### config.mk
export PLATFORM = sky130hd
export DESIGN_NAME = alas_ctrl
export DESIGN_NICKNAME = d
export VERILOG_FILES = /design/src/design/alas_pkg.sv /design/src/design/alas_ctrl.sv
export SDC_FILE = /design/constraint.sdc
export NUM_CORES = 1
export LEC_CHECK = 0
export ABC_AREA = 1
export BUFFER_PORTS_ARGS = -buffer_cell sky130_fd_sc_hd__buf_4
export CELL_PAD_IN_SITES_DETAIL_PLACEMENT = 0
export CELL_PAD_IN_SITES_GLOBAL_PLACEMENT = 1
export CORE_AREA = 2 2 39 41
export DETAILED_ROUTE_END_ITERATION = 7
export DIE_AREA = 0 0 41 43
export GPL_TIMING_DRIVEN = 0
export PLACE_DENSITY_LB_ADDON = 0.05
export SYNTH_ARGS = -nofsm -noshare
export SYNTH_HDL_FRONTEND = slang
export SYNTH_SLANG_ARGS = --single-unit
### constraint.sdc
create_clock -name clock -period 1.3 [get_ports clock]
set_input_delay 0.13 -clock clock [delete_from_list [all_inputs] [get_ports clock]]
set_output_delay 0.13 -clock clock [all_outputs]
set_load 0.05 [all_outputs]
### src/design/alas_pkg.sv
// Shared types and constants of the aging Life automaton step core.
// Used by alas_ctrl, alas_datapath and aging_life_automaton_step_core.
package alas_pkg;

   localparam int DEFAULT_MAX_ROWS = 64;
   localparam int DEFAULT_MAX_COLS = 64;
   localparam int LIMIT_W          = 11;

   localparam logic [1:0] OP_WRITE = 2'd0;
   localparam logic [1:0] OP_READ  = 2'd1;
   localparam logic [1:0] OP_STEP  = 2'd2;
   localparam logic [1:0] OP_CLEAR = 2'd3;

   localparam logic [3:0] CSR_GRID_ROWS     = 4'd0;
   localparam logic [3:0] CSR_GRID_COLS     = 4'd1;
   localparam logic [3:0] CSR_BOUNDED_EDGES = 4'd2;
   localparam logic [3:0] CSR_STALL_DETECT  = 4'd3;

   localparam logic [7:0] AGE_NEWBORN = 8'd255;
   localparam logic [3:0] K_CENTER    = 4'd4;
   localparam logic [3:0] K_LAST      = 4'd8;

   typedef struct packed {
      logic [1:0] opcode;
      logic [5:0] row;
      logic [5:0] col;
      logic [7:0] cell_value;
   } req_type;

   typedef struct packed {
      logic [7:0]  read_value;
      logic [12:0] alive_count;
      logic        stalled;
   } rsp_type;

   typedef struct packed {
      logic latch_req;
      logic do_write;
      logic do_read;
      logic capture_read;
      logic init_step;
      logic step_run;
      logic clear_start;
      logic clear_run;
   } cmd_type;

   typedef struct packed {
      logic step_done;
      logic clear_done;
   } status_type;

endpackage

### src/design/alas_ctrl.sv
// Controller state machine of the aging Life automaton step core.
// Depends on alas_pkg for the opcode codes and the command and status structs.
module alas_ctrl (
   input  logic                 clock,
   input  logic                 reset,
   input  logic                 start,
   input  logic [1:0]           opcode,
   input  alas_pkg::status_type status,
   output alas_pkg::cmd_type    cmd,
   output logic                 busy,
   output logic                 rsp_valid
);

   localparam logic [2:0] S_IDLE      = 3'd0;
   localparam logic [2:0] S_WRITE     = 3'd1;
   localparam logic [2:0] S_READ      = 3'd2;
   localparam logic [2:0] S_READ_WAIT = 3'd3;
   localparam logic [2:0] S_STEP      = 3'd4;
   localparam logic [2:0] S_CLEAR     = 3'd5;
   localparam logic [2:0] S_RESP      = 3'd6;

   logic [2:0] state_ff;
   logic [2:0] state_in;

   always_comb begin
      cmd      = '0;
      state_in = state_ff;
      case (state_ff)
         S_IDLE: begin
            if (start) begin
               cmd.latch_req = 1'b1;
               case (opcode)
                  alas_pkg::OP_WRITE: state_in = S_WRITE;
                  alas_pkg::OP_READ:  state_in = S_READ;
                  alas_pkg::OP_STEP: begin
                     cmd.init_step = 1'b1;
                     state_in      = S_STEP;
                  end
                  default: begin
                     cmd.clear_start = 1'b1;
                     state_in        = S_CLEAR;
                  end
               endcase
            end
         end
         S_WRITE: begin
            cmd.do_write = 1'b1;
            state_in     = S_RESP;
         end
         S_READ: begin
            cmd.do_read = 1'b1;
            state_in    = S_READ_WAIT;
         end
         S_READ_WAIT: begin
            cmd.capture_read = 1'b1;
            state_in         = S_RESP;
         end
         S_STEP: begin
            cmd.step_run = 1'b1;
            if (status.step_done) state_in = S_RESP;
         end
         S_CLEAR: begin
            cmd.clear_run = 1'b1;
            if (status.clear_done) state_in = S_RESP;
         end
         S_RESP:  state_in = S_IDLE;
         default: state_in = S_IDLE;
      endcase
   end

   always_ff @(posedge clock) begin
      if (reset) state_ff <= S_IDLE;
      else       state_ff <= state_in;
   end

   assign busy      = (state_ff != S_IDLE);
   assign rsp_valid = (state_ff == S_RESP);

endmodule

==> flow_summary.toml, run 1 <==
[worst_setup_path]
cp_max_fo = 5
cp.required_ns = 1.17
crit_type = "reg -> out"
critPathArrivalTime_ns = 1.10
end_kind = "output pin"
critPathLaunchType = "register"
reg2reg_depth = 6

[clocking]
cts_inserted_buffers = 3
root_buffer = "clkbuf_4"
ctsHtreeMaxLevel = 1
cts_tree = "done"
worstSkewPairLatency_ns = 0.23
clk_pin_slew_ns = 0.04
clock-sinks = 3
clk_path_buf_depth = 2

[timing]
post-route-period-util = 0.946
slew_violations = 0
max_slew_margin = 0.878
setup_viol = 0
fmax_mhz = 813
period_minus_slack_ns = 1.23
hold_viol_final = 0
finalClockSkew_ns = 0.00438
tns_ns = 0
rsz0062_at_grt = "no"
worstMarginPinSlew_ns = 0.184

[job]
timing.max_cap.violations = 0

[route]
drtPass1Iterations = 3
drc = 0
final_antenna_net_count = 0
wl_um = 749
dr_total_vias = 368
drt-initial-drc-count = 7
avgViaCountPerCell = 4.13
wl_per_cell_um = 8.42

[finish]
nFillCells = 151
syn2layout_area_growth_pct = 73.6
largest_register_ffs = 3
antennaDiodeCount = 0
multi_input_area_um2 = 251
regMostFlops = "state_ff"
largestRegisters = "state_ff: 3 flops"
final-seq-area_um2 = 63.8
drive_gt1_frac = 0.562
final_cells = 89
nNetsFinal = 84

[floorplan]
rows = 14
core_um2 = 1380
fp.dieW_um = 41
start_util = 0.230
ios = 17
dieArea_um2 = 1760
die_h_um = 43

[place]
hpwlAfterDp_um = 630
placedCellCount = 84
gp_congestion = 0.663
io_buffers = 16

[hold_path]
hold_class = "in -> reg"
whs_path_depth = 4

[power_and_ir_drop]
ir_drop_mv = 1.03
powerDensity_nw_per_um2 = 2670
power.leakage_uw = 0.000295

[yosys]
synth_area_leader_cell = "dfxtp_1"
syn_nets = 62
synthCells = 52
ys_ff_latch = 3
ys_seq_area_frac = 0.189
yosysUniqueCellTypes = 14
synth_top_area_frac = 0.189
netlist_area_um2 = 318
synth_area_leaders = "dfxtp_1 19%, nor2_1 17%, nand3_2 13%, ha_1 12%, nand2_1 11%"
synth.avg_cell_area_um2 = 6.11
yosysWarnings = 0

[run_status]
status = "finished clean"

[grt]
gr-usage-all-layers = 0.101
grt_pass1_vias = 326
grt_max_degree = 8
grt_pass1_wl_um = 1260
antenna_found_initial = 0
grt-ovfl-total = 0
[cells by family after synthesis]
kind of cell | count (synthesis) | share of synthesized area
compound gates | 2 | 0.0394
fa+ha+maj | 3 | 0.118
buf+inv | 11 | 0.130
flops | 3 | 0.189
simple gates | 33 | 0.524
[Yosys cell counts]
library cell and n:
nand2_2 1, nor3_1 1, nand2_1 9, nand3_1 1
nor2_4 1, o21ai_0 1, ha_1 3, o21a_1 1
inv_1 8, nor2_1 14, dfxtp_1 3, nand4_1 2
inv_2 3, nand3_2 4
[report_power, final]
group / switching, uW / internal, uW
Combinational: 715 / 363
Clock: 45.8 / 115
Sequential: 91.4 / 144
Total: 852 / 622
[worst max-delay path, cell delays in order (launching register included)]
cell and delay (ns):
dfxtp_2 0.35, nor2_4 0.17, nand2_4 0.09, nor2_4 0.11, buf_6 0.15
[placed cells by master, fill, tap and decap left out, types with 2 or more instances in the layout]
cell      instances
buf_6             5
inv_2             2
nand4_1           2
nor2_2            6
nand2_1           8
inv_1             8
nor2_1            7
clkbuf_4          3
nor2_4            2
nand3_2           4
dfxtp_2           3
buf_4            12
ha_1              3
[path summary, 6_finish.rpt]
check              startpoint  slack [ns]     endpoint
setup reg to reg  state_ff[0]        0.23  state_ff[2]
setup / recovery  state_ff[2]        0.07       cmd[3]
hold reg to reg   state_ff[2]        0.66  state_ff[0]
hold / removal          reset        0.16  state_ff[2]
[timing repair]
item                       CTS  global route
setup buffers                1             0
pin swaps                    1             1
hold buffers                 0             0
resized for setup            2             9
setup endpoints to repair    7             6
[per-layer routing]
metal	routed length, um	global-route usage
met4	0	0
met1	374	0.138
met5	0	0
met2	319	0.153
met3	55	0.0471
[final cells by class]
cell class | instances | share of cell area
clock buffer | 4 | 0.0476
inverter | 11 | 0.0794
multi-input combinational | 38 | 0.456
sequential | 3 | 0.116
tap | 16 | 0.0363
timing repair buffer | 17 | 0.265
[metrics by stage]
step	hold slack [ns]	utilization	setup WS (ns)	power (uW)	instance area, um^2
global placement	0.413	0.351	0.108	1230	485
global route	0.208	0.399	0.00903	1590	552
CTS	0.167	0.377	0.00161	1430	522
finish	0.163	0.399	0.0704	1470	552
floorplan	0.305	-	-0.0921	973	345
detailed placement	0.409	0.351	0.119	1220	485
No activity file was read; power rests on OpenSTA's default activity.
==> run 2, diff against run 1 <==
--- a/config.mk
+++ b/config.mk
@@ -9,11 +9,12 @@
 export BUFFER_PORTS_ARGS = -buffer_cell sky130_fd_sc_hd__buf_4
 export CELL_PAD_IN_SITES_DETAIL_PLACEMENT = 0
 export CELL_PAD_IN_SITES_GLOBAL_PLACEMENT = 1
-export CORE_AREA = 2 2 39 41
+export CORE_MARGIN = 2
+export CORE_UTILIZATION = 23
 export DETAILED_ROUTE_END_ITERATION = 7
-export DIE_AREA = 0 0 41 43
 export GPL_TIMING_DRIVEN = 0
 export PLACE_DENSITY_LB_ADDON = 0.05
+export SLEW_MARGIN = 40
 export SYNTH_ARGS = -nofsm -noshare
 export SYNTH_HDL_FRONTEND = slang
 export SYNTH_SLANG_ARGS = --single-unit
==> constraint.sdc (replaced) <==
create_clock -name clock -period 1.1 [get_ports clock]
set_input_delay 0.11 -clock clock [delete_from_list [all_inputs] [get_ports clock]]
set_output_delay 0.11 -clock clock [all_outputs]
set_load 0.05 [all_outputs]
==> run 2 against run 1 <==
  * The run now ends with setup timing left
  * Sequential share of layout area shrank 0.71 points
  * Sequential power grew 13%
  * Critical path depth is the same
  * Clock power grew 19%
  * Worst hold slack lost 0.012 ns
  * Cell area grew 19%
  * Total power grew 40%
  * Clock skew shrank 0.0014 ns
  * Via count grew 5.4%
  * Die area shrank 3.9%
  * Global-route usage grew 1.2 points
==> flow_summary.toml, run 2 (synthesis gave the netlist of run 1 again) <==
[run_status]
status = "complete, but fails checks"
violations = "setup timing"

[grt]
grt_pass1_vias = 293
grt_pass1_wl_um = 1220
gr-usage-all-layers = 0.113
antenna_found_initial = 0
grt-ovfl-total = 0
grt_max_degree = 7

[timing]
worstMarginPinSlew_ns = 0.170
hold_viol_final = 0
fmax_mhz = 824
setup_slack_ns = -0.113
finalClockSkew_ns = 0.00295
rsz0062_at_grt = "yes"
slew_violations = 0
period_minus_slack_ns = 1.21
setup_viol = 10
tns_ns = -0.836
post-route-period-util = 1.10
max_slew_margin = 0.887

[route]
wl_per_cell_um = 9.09
drtPass1Iterations = 2
drc = 0
drt-initial-drc-count = 1
wl_met1_um = 377
wl_um = 845
dr_wl_met3_um = 40
routed-wl-met2_um = 428
dr_total_vias = 388
top_layer = "met3"
avgViaCountPerCell = 4.17
final_antenna_net_count = 0

[worst_setup_path]
crit_type = "reg -> out"
critPathArrivalTime_ns = 1.10
cp_max_fo = 5
reg2reg_depth = 6
cp.required_ns = 0.99
critPathLaunchType = "register"
end_kind = "output pin"

[finish]
drive_gt1_frac = 0.628
nNetsFinal = 89
largest_register_ffs = 3
final_cells = 93
nFillCells = 143
syn2layout_area_growth_pct = 107
finalCoreUtilization = 0.505
regMostFlops = "state_ff"
antennaDiodeCount = 0
mostFrequentLayoutCells = "13 x buf_4, 8 x inv_1, 7 x nand2_1, 7 x buf_6, 6 x nor2_2"
largestRegisters = "state_ff: 3 flops"
mostFrequentLayoutCell = "buf_4"

[place]
io_buffers = 16
placedCellCount = 83
gp_congestion = 0.616
hpwlAfterDp_um = 633

[power_and_ir_drop]
p_total_uw = 2060
ir_drop_mv = 1.61
power.leakage_uw = 0.000333
powerDensity_nw_per_um2 = 3140

[hold_path]
whs_path_depth = 4
hold_class = "in -> reg"

[clocking]
worstSkewPairLatency_ns = 0.23
clk_path_buf_depth = 2
ctsHtreeMaxLevel = 1
root_buffer = "clkbuf_4"
clock-sinks = 3
postCtsHoldBufs = 0
clk_pin_slew_ns = 0.03
cts_inserted_buffers = 3
cts_tree = "done"

[floorplan]
rows = 13
start_util = 0.244
die_h_um = 41.2
ios = 17
dieArea_um2 = 1690
fp.dieW_um = 41.2
core_um2 = 1300

[job]
timing.max_cap.violations = 0
==> run 2: repair_timing <==
item,4_1_cts,5_1_grt
buffers inserted,3,3
resized for setup,15,14
pin swaps,4,4
endpoints found under the setup margin,12,13
==> run 2: where the power goes <==
| group | internal [uW] | total [uW] | switching, uW |
|---|---|---|---|
| registers | 188 | 267 | 79.4 |
| logic | 605 | 1600 | 997 |
| clock network | 136 | 192 | 56.2 |
==> run 2: worst max-delay path, cell delays in order, from the launching register on <==
cell	delay (ns)
dfxtp_4	0.36
nor2_4	0.15
nand2_4	0.11
nor2_4	0.10
buf_8	0.15
==> run 2: layout make-up <==
| class | count | area [um^2] | share of cell area |
|---|---|---|---|
| inverter | 11 | 46.3 | 0.0705 |
| sequential | 3 | 71.3 | 0.109 |
| timing repair buffer | 22 | 206 | 0.314 |
| clock buffer | 4 | 26.3 | 0.0400 |
| tap | 15 | 18.8 | 0.0286 |
| multi-input combinational | 38 | 288 | 0.438 |
==> run 2: worst paths after layout <==
check | to | start | slack [ns]
setup reg to reg | state_ff[0] | state_ff[0] | 0.05
hold reg to reg | state_ff[0] | state_ff[2] | 0.66
hold / removal | state_ff[2] | reset | 0.15
setup / recovery | cmd[1] | state_ff[2] | -0.11
==> run 2: metal layers <==
layer	global-route usage	vias up
met4	0.0484	0
met1	0.160	166
li1	-	211
met2	0.145	11
met3	0.0489	0
met5	0	-
==> run 2: through the flow <==
step	hold slack, ns	instance area [um^2]	setup slack [ns]
5_1_grt	0.161	657	-0.175
3_5_place_dp	0.381	492	-0.0435
4_1_cts	0.128	584	-0.134
3_3_place_gp	0.389	492	-0.0589
6_report	0.151	657	-0.113
2_1_floorplan	0.285	353	-0.218
==> run 3, diff against run 2 <==
--- a/config.mk
+++ b/config.mk
@@ -5,13 +5,10 @@
 export SDC_FILE = /design/constraint.sdc
 export NUM_CORES = 1
 export LEC_CHECK = 0
-export ABC_AREA = 1
 export BUFFER_PORTS_ARGS = -buffer_cell sky130_fd_sc_hd__buf_4
-export CELL_PAD_IN_SITES_DETAIL_PLACEMENT = 0
-export CELL_PAD_IN_SITES_GLOBAL_PLACEMENT = 1
-export CORE_MARGIN = 2
-export CORE_UTILIZATION = 23
+export CORE_AREA = 2 2 39 41
 export DETAILED_ROUTE_END_ITERATION = 7
+export DIE_AREA = 0 0 41 43
 export GPL_TIMING_DRIVEN = 0
 export PLACE_DENSITY_LB_ADDON = 0.05
 export SLEW_MARGIN = 40
==> run 3 against run 2 <==
  * The run still ends with setup timing left
  * Clock-buffer cell count unchanged
  * Synthesized cell count decreased by 25%
  * Non-clock buffer count increased by 7
  * Register-to-register slack got worse by 0.26 ns
  * Combinational power decreased by 49%
  * Sequential share of layout area decreased by 2.1 points
  * Core utilization increased by 0.97 points
  * Flip-flop and latch count unchanged
  * Worst hold slack got worse by 0.097 ns
  * Global-route usage increased by 1.2 points
  * Clock skew increased by 0.00078 ns
  * Critical path type unchanged
  * Critical endpoint is now cmd[3]
==> flow_summary.toml, run 3 <==
[grt]
grt_pass1_vias = 379
gr-usage-all-layers = 0.125
grt_max_degree = 7
grt-ovfl-total = 0
grt_pass1_wl_um = 1550
antenna_found_initial = 0

[worst_setup_path]
cp.required_ns = 0.99
critPathLaunchType = "register"
critPathCapture = "cmd[3]"
cp_max_fo = 6
end_kind = "output pin"
slowest_delay_ns = 0.30
worstPathCellList = "buf_6 > nor3_4 > and3_2 > buf_6"
worstReg2RegStart = "state_ff[1]"
worstSetupStartpoint = "state_ff[1]"
reg2reg_depth = 5
cpMostUsedCell = "buf_6"
r2r-end = "state_ff[1]"
crit_type = "reg -> out"
critPathArrivalTime_ns = 1.29
rrSetupSlack_ns = -0.21
crit_slowest_cell = "dfxtp_1"

[route]
final_antenna_net_count = 0
wl_per_cell_um = 11.7
avgViaCountPerCell = 4.71
drc = 0
drtPass1Iterations = 2
wl_um = 997
dr_total_vias = 400
drt-initial-drc-count = 4

[finish]
syn2layout_area_growth_pct = 131
mostFrequentLayoutCells = "14 x buf_6, 12 x buf_4, 4 x nor2_4"
regMostFlops = "state_ff"
drive_gt1_frac = 0.725
antennaDiodeCount = 0
final-seq-area_um2 = 62.6
mostFrequentLayoutCell = "buf_6"
multi_input_area_um2 = 289
nNetsFinal = 80
nFillCells = 143
largest_register_ffs = 3
largestRegisters = "state_ff: 3 flops"

[job]
timing.max_cap.violations = 0

[floorplan]
core_um2 = 1380
fp.dieW_um = 41
dieArea_um2 = 1760
rows = 14
die_h_um = 43
start_util = 0.222
ios = 17

[place]
gp_congestion = 0.724
hpwlAfterDp_um = 637
io_buffers = 16
dp_slack_ns = -0.0895

[timing]
post-route-period-util = 1.27
worstMarginPinSlew_ns = 0.396
rsz0062_at_grt = "yes"
fmax_mhz = 717
setup_slack_ns = -0.295
setup_viol = 12
hold_viol_final = 0
period_minus_slack_ns = 1.40
max_slew_margin = 0.735
finalClockSkew_ns = 0.00373
slew_violations = 0
tns_ns = -2.27

[yosys]
synth_top_area_frac = 0.195
synth-xor-area-share = 0
synth-adder-area-share = 0.122
yosysWarnings = 0
ys_seq_area_frac = 0.195
yosysUniqueCellTypes = 18
synthCells = 39
synth_area_leaders = "dfxtp_1 20%, ha_1 12%, buf_6 11%, nand2b_1 8.1%, nor2_1 6.1%"
synth_compound_area_frac = 0.199
synth_common_cells = "5 x nor2_1, 4 x inv_1, 4 x nand2b_1"
synth_edf_count = 0
netlist_area_um2 = 308
yosysMostFrequentCell = "nor2_1"
synthFlopType = "dfxtp_1"
async_flop_share = 0
synthSimpleGateAreaFrac = 0.313
synthMuxAreaShare = 0
ys_ff_latch = 3
synth_top_family_by_area = "simple AND/OR/NAND/NOR gates"
synth.avg_cell_area_um2 = 7.89
synth_area_leader_cell = "dfxtp_1"
syn_nets = 49

[clocking]
clk_path_buf_depth = 2
cts_tree = "done"
postCtsHoldBufs = 0
ctsHtreeMaxLevel = 1
clk_pin_slew_ns = 0.04
worstSkewPairLatency_ns = 0.24
root_buffer = "clkbuf_4"
cts_inserted_buffers = 3
clock-sinks = 3

[power_and_ir_drop]
seqPwrFrac = 0.123
pwr-share-clk = 0.169
switching_share = 0.449
p_total_uw = 1160
power.leakage_uw = 0.000321
ir_drop_mv = 0.793
power.net_switching_uw = 518
pwr-share-comb = 0.708
cellInternalPower_uw = 637
powerDensity_nw_per_um2 = 1620

[run_status]
violations = "setup timing"
status = "complete, but fails checks"

[hold_path]
hold_class = "in -> reg"
-- run 3: cell count changes after synthesis, sizes merged, moves of 3 or more --
cell | previous run | this run
buf | 0 | 3
inv | 11 | 5
nand2 | 10 | 0
nand2b | 0 | 4
nand3 | 5 | 0
nor2 | 15 | 5
-- run 3: how the worst min path moves through the flow --
stage / start / end / cells after the start
after floorplan: reset / state_ff[0] / 1
after global placement: reset / state_ff[0] / 2
after detailed placement: reset / state_ff[0] / 2
after CTS: reset / state_ff[2] / 2
after global routing: reset / state_ff[0] / 2
final: reset / state_ff[0] / 2
-- run 3: logic make-up (layout without fill, tap and decap cells) --
group / Yosys count / after routing
adders and majority gates: 3 / 3
AOI/OAI and AO/OA: 8 / 8
buffers and inverters: 8 / 38
DFF: 3 / 3
and+or+nand+nor: 17 / 17
-- run 3: layer usage --
layer  track usage  wire, um  vias to the layer above
li1              -         -                      193
met5             0         0                        -
met1         0.166       386                      191
met4        0.0600        17                        0
met3             0        48                        2
met2         0.200       544                       14
-- run 3: critical path: cells and delay by family, from the launching register on --
kind / cells / cell delay, ns
and+or+nand+nor: 2 / 0.47
DFF: 1 / 0.30
buffers and inverters: 2 / 0.28
-- run 3: metrics by stage --
stage                     cells  instance area, um^2  hold WS (ns)   util
final                        85                  712        0.0535  0.514
after global routing         85                  712        0.0592  0.514
after global placement       71                  497         0.297  0.359
after CTS                    82                  644        0.0547  0.466
after detailed placement     71                  497         0.299  0.359
after floorplan              39                  357         0.176      -
-- run 3: what timing repair did --
item,in CTS,in global routing
endpoints found under the setup margin,11,13
gates resized for setup,19,11
pin swaps,5,5
setup buffers,7,3
-- run 3: power groups by stage --
stage | clock, uW | combinational [uW] | sequential, uW
after floorplan | 0 | 444 | 139
after global placement | 0 | 577 | 140
after detailed placement | 0 | 582 | 141
after CTS | 199 | 725 | 141
after global routing | 202 | 868 | 145
final | 196 | 817 | 142
-- run 3: cell type report --
class | count | share of cell area
Buffer | 3 | 0.0475
Clock buffer | 4 | 0.0369
Inverter | 5 | 0.0299
Multi-Input combinational cell | 28 | 0.406
Sequential cell | 3 | 0.0879
Tap cell | 16 | 0.0281
Timing Repair Buffer | 26 | 0.364
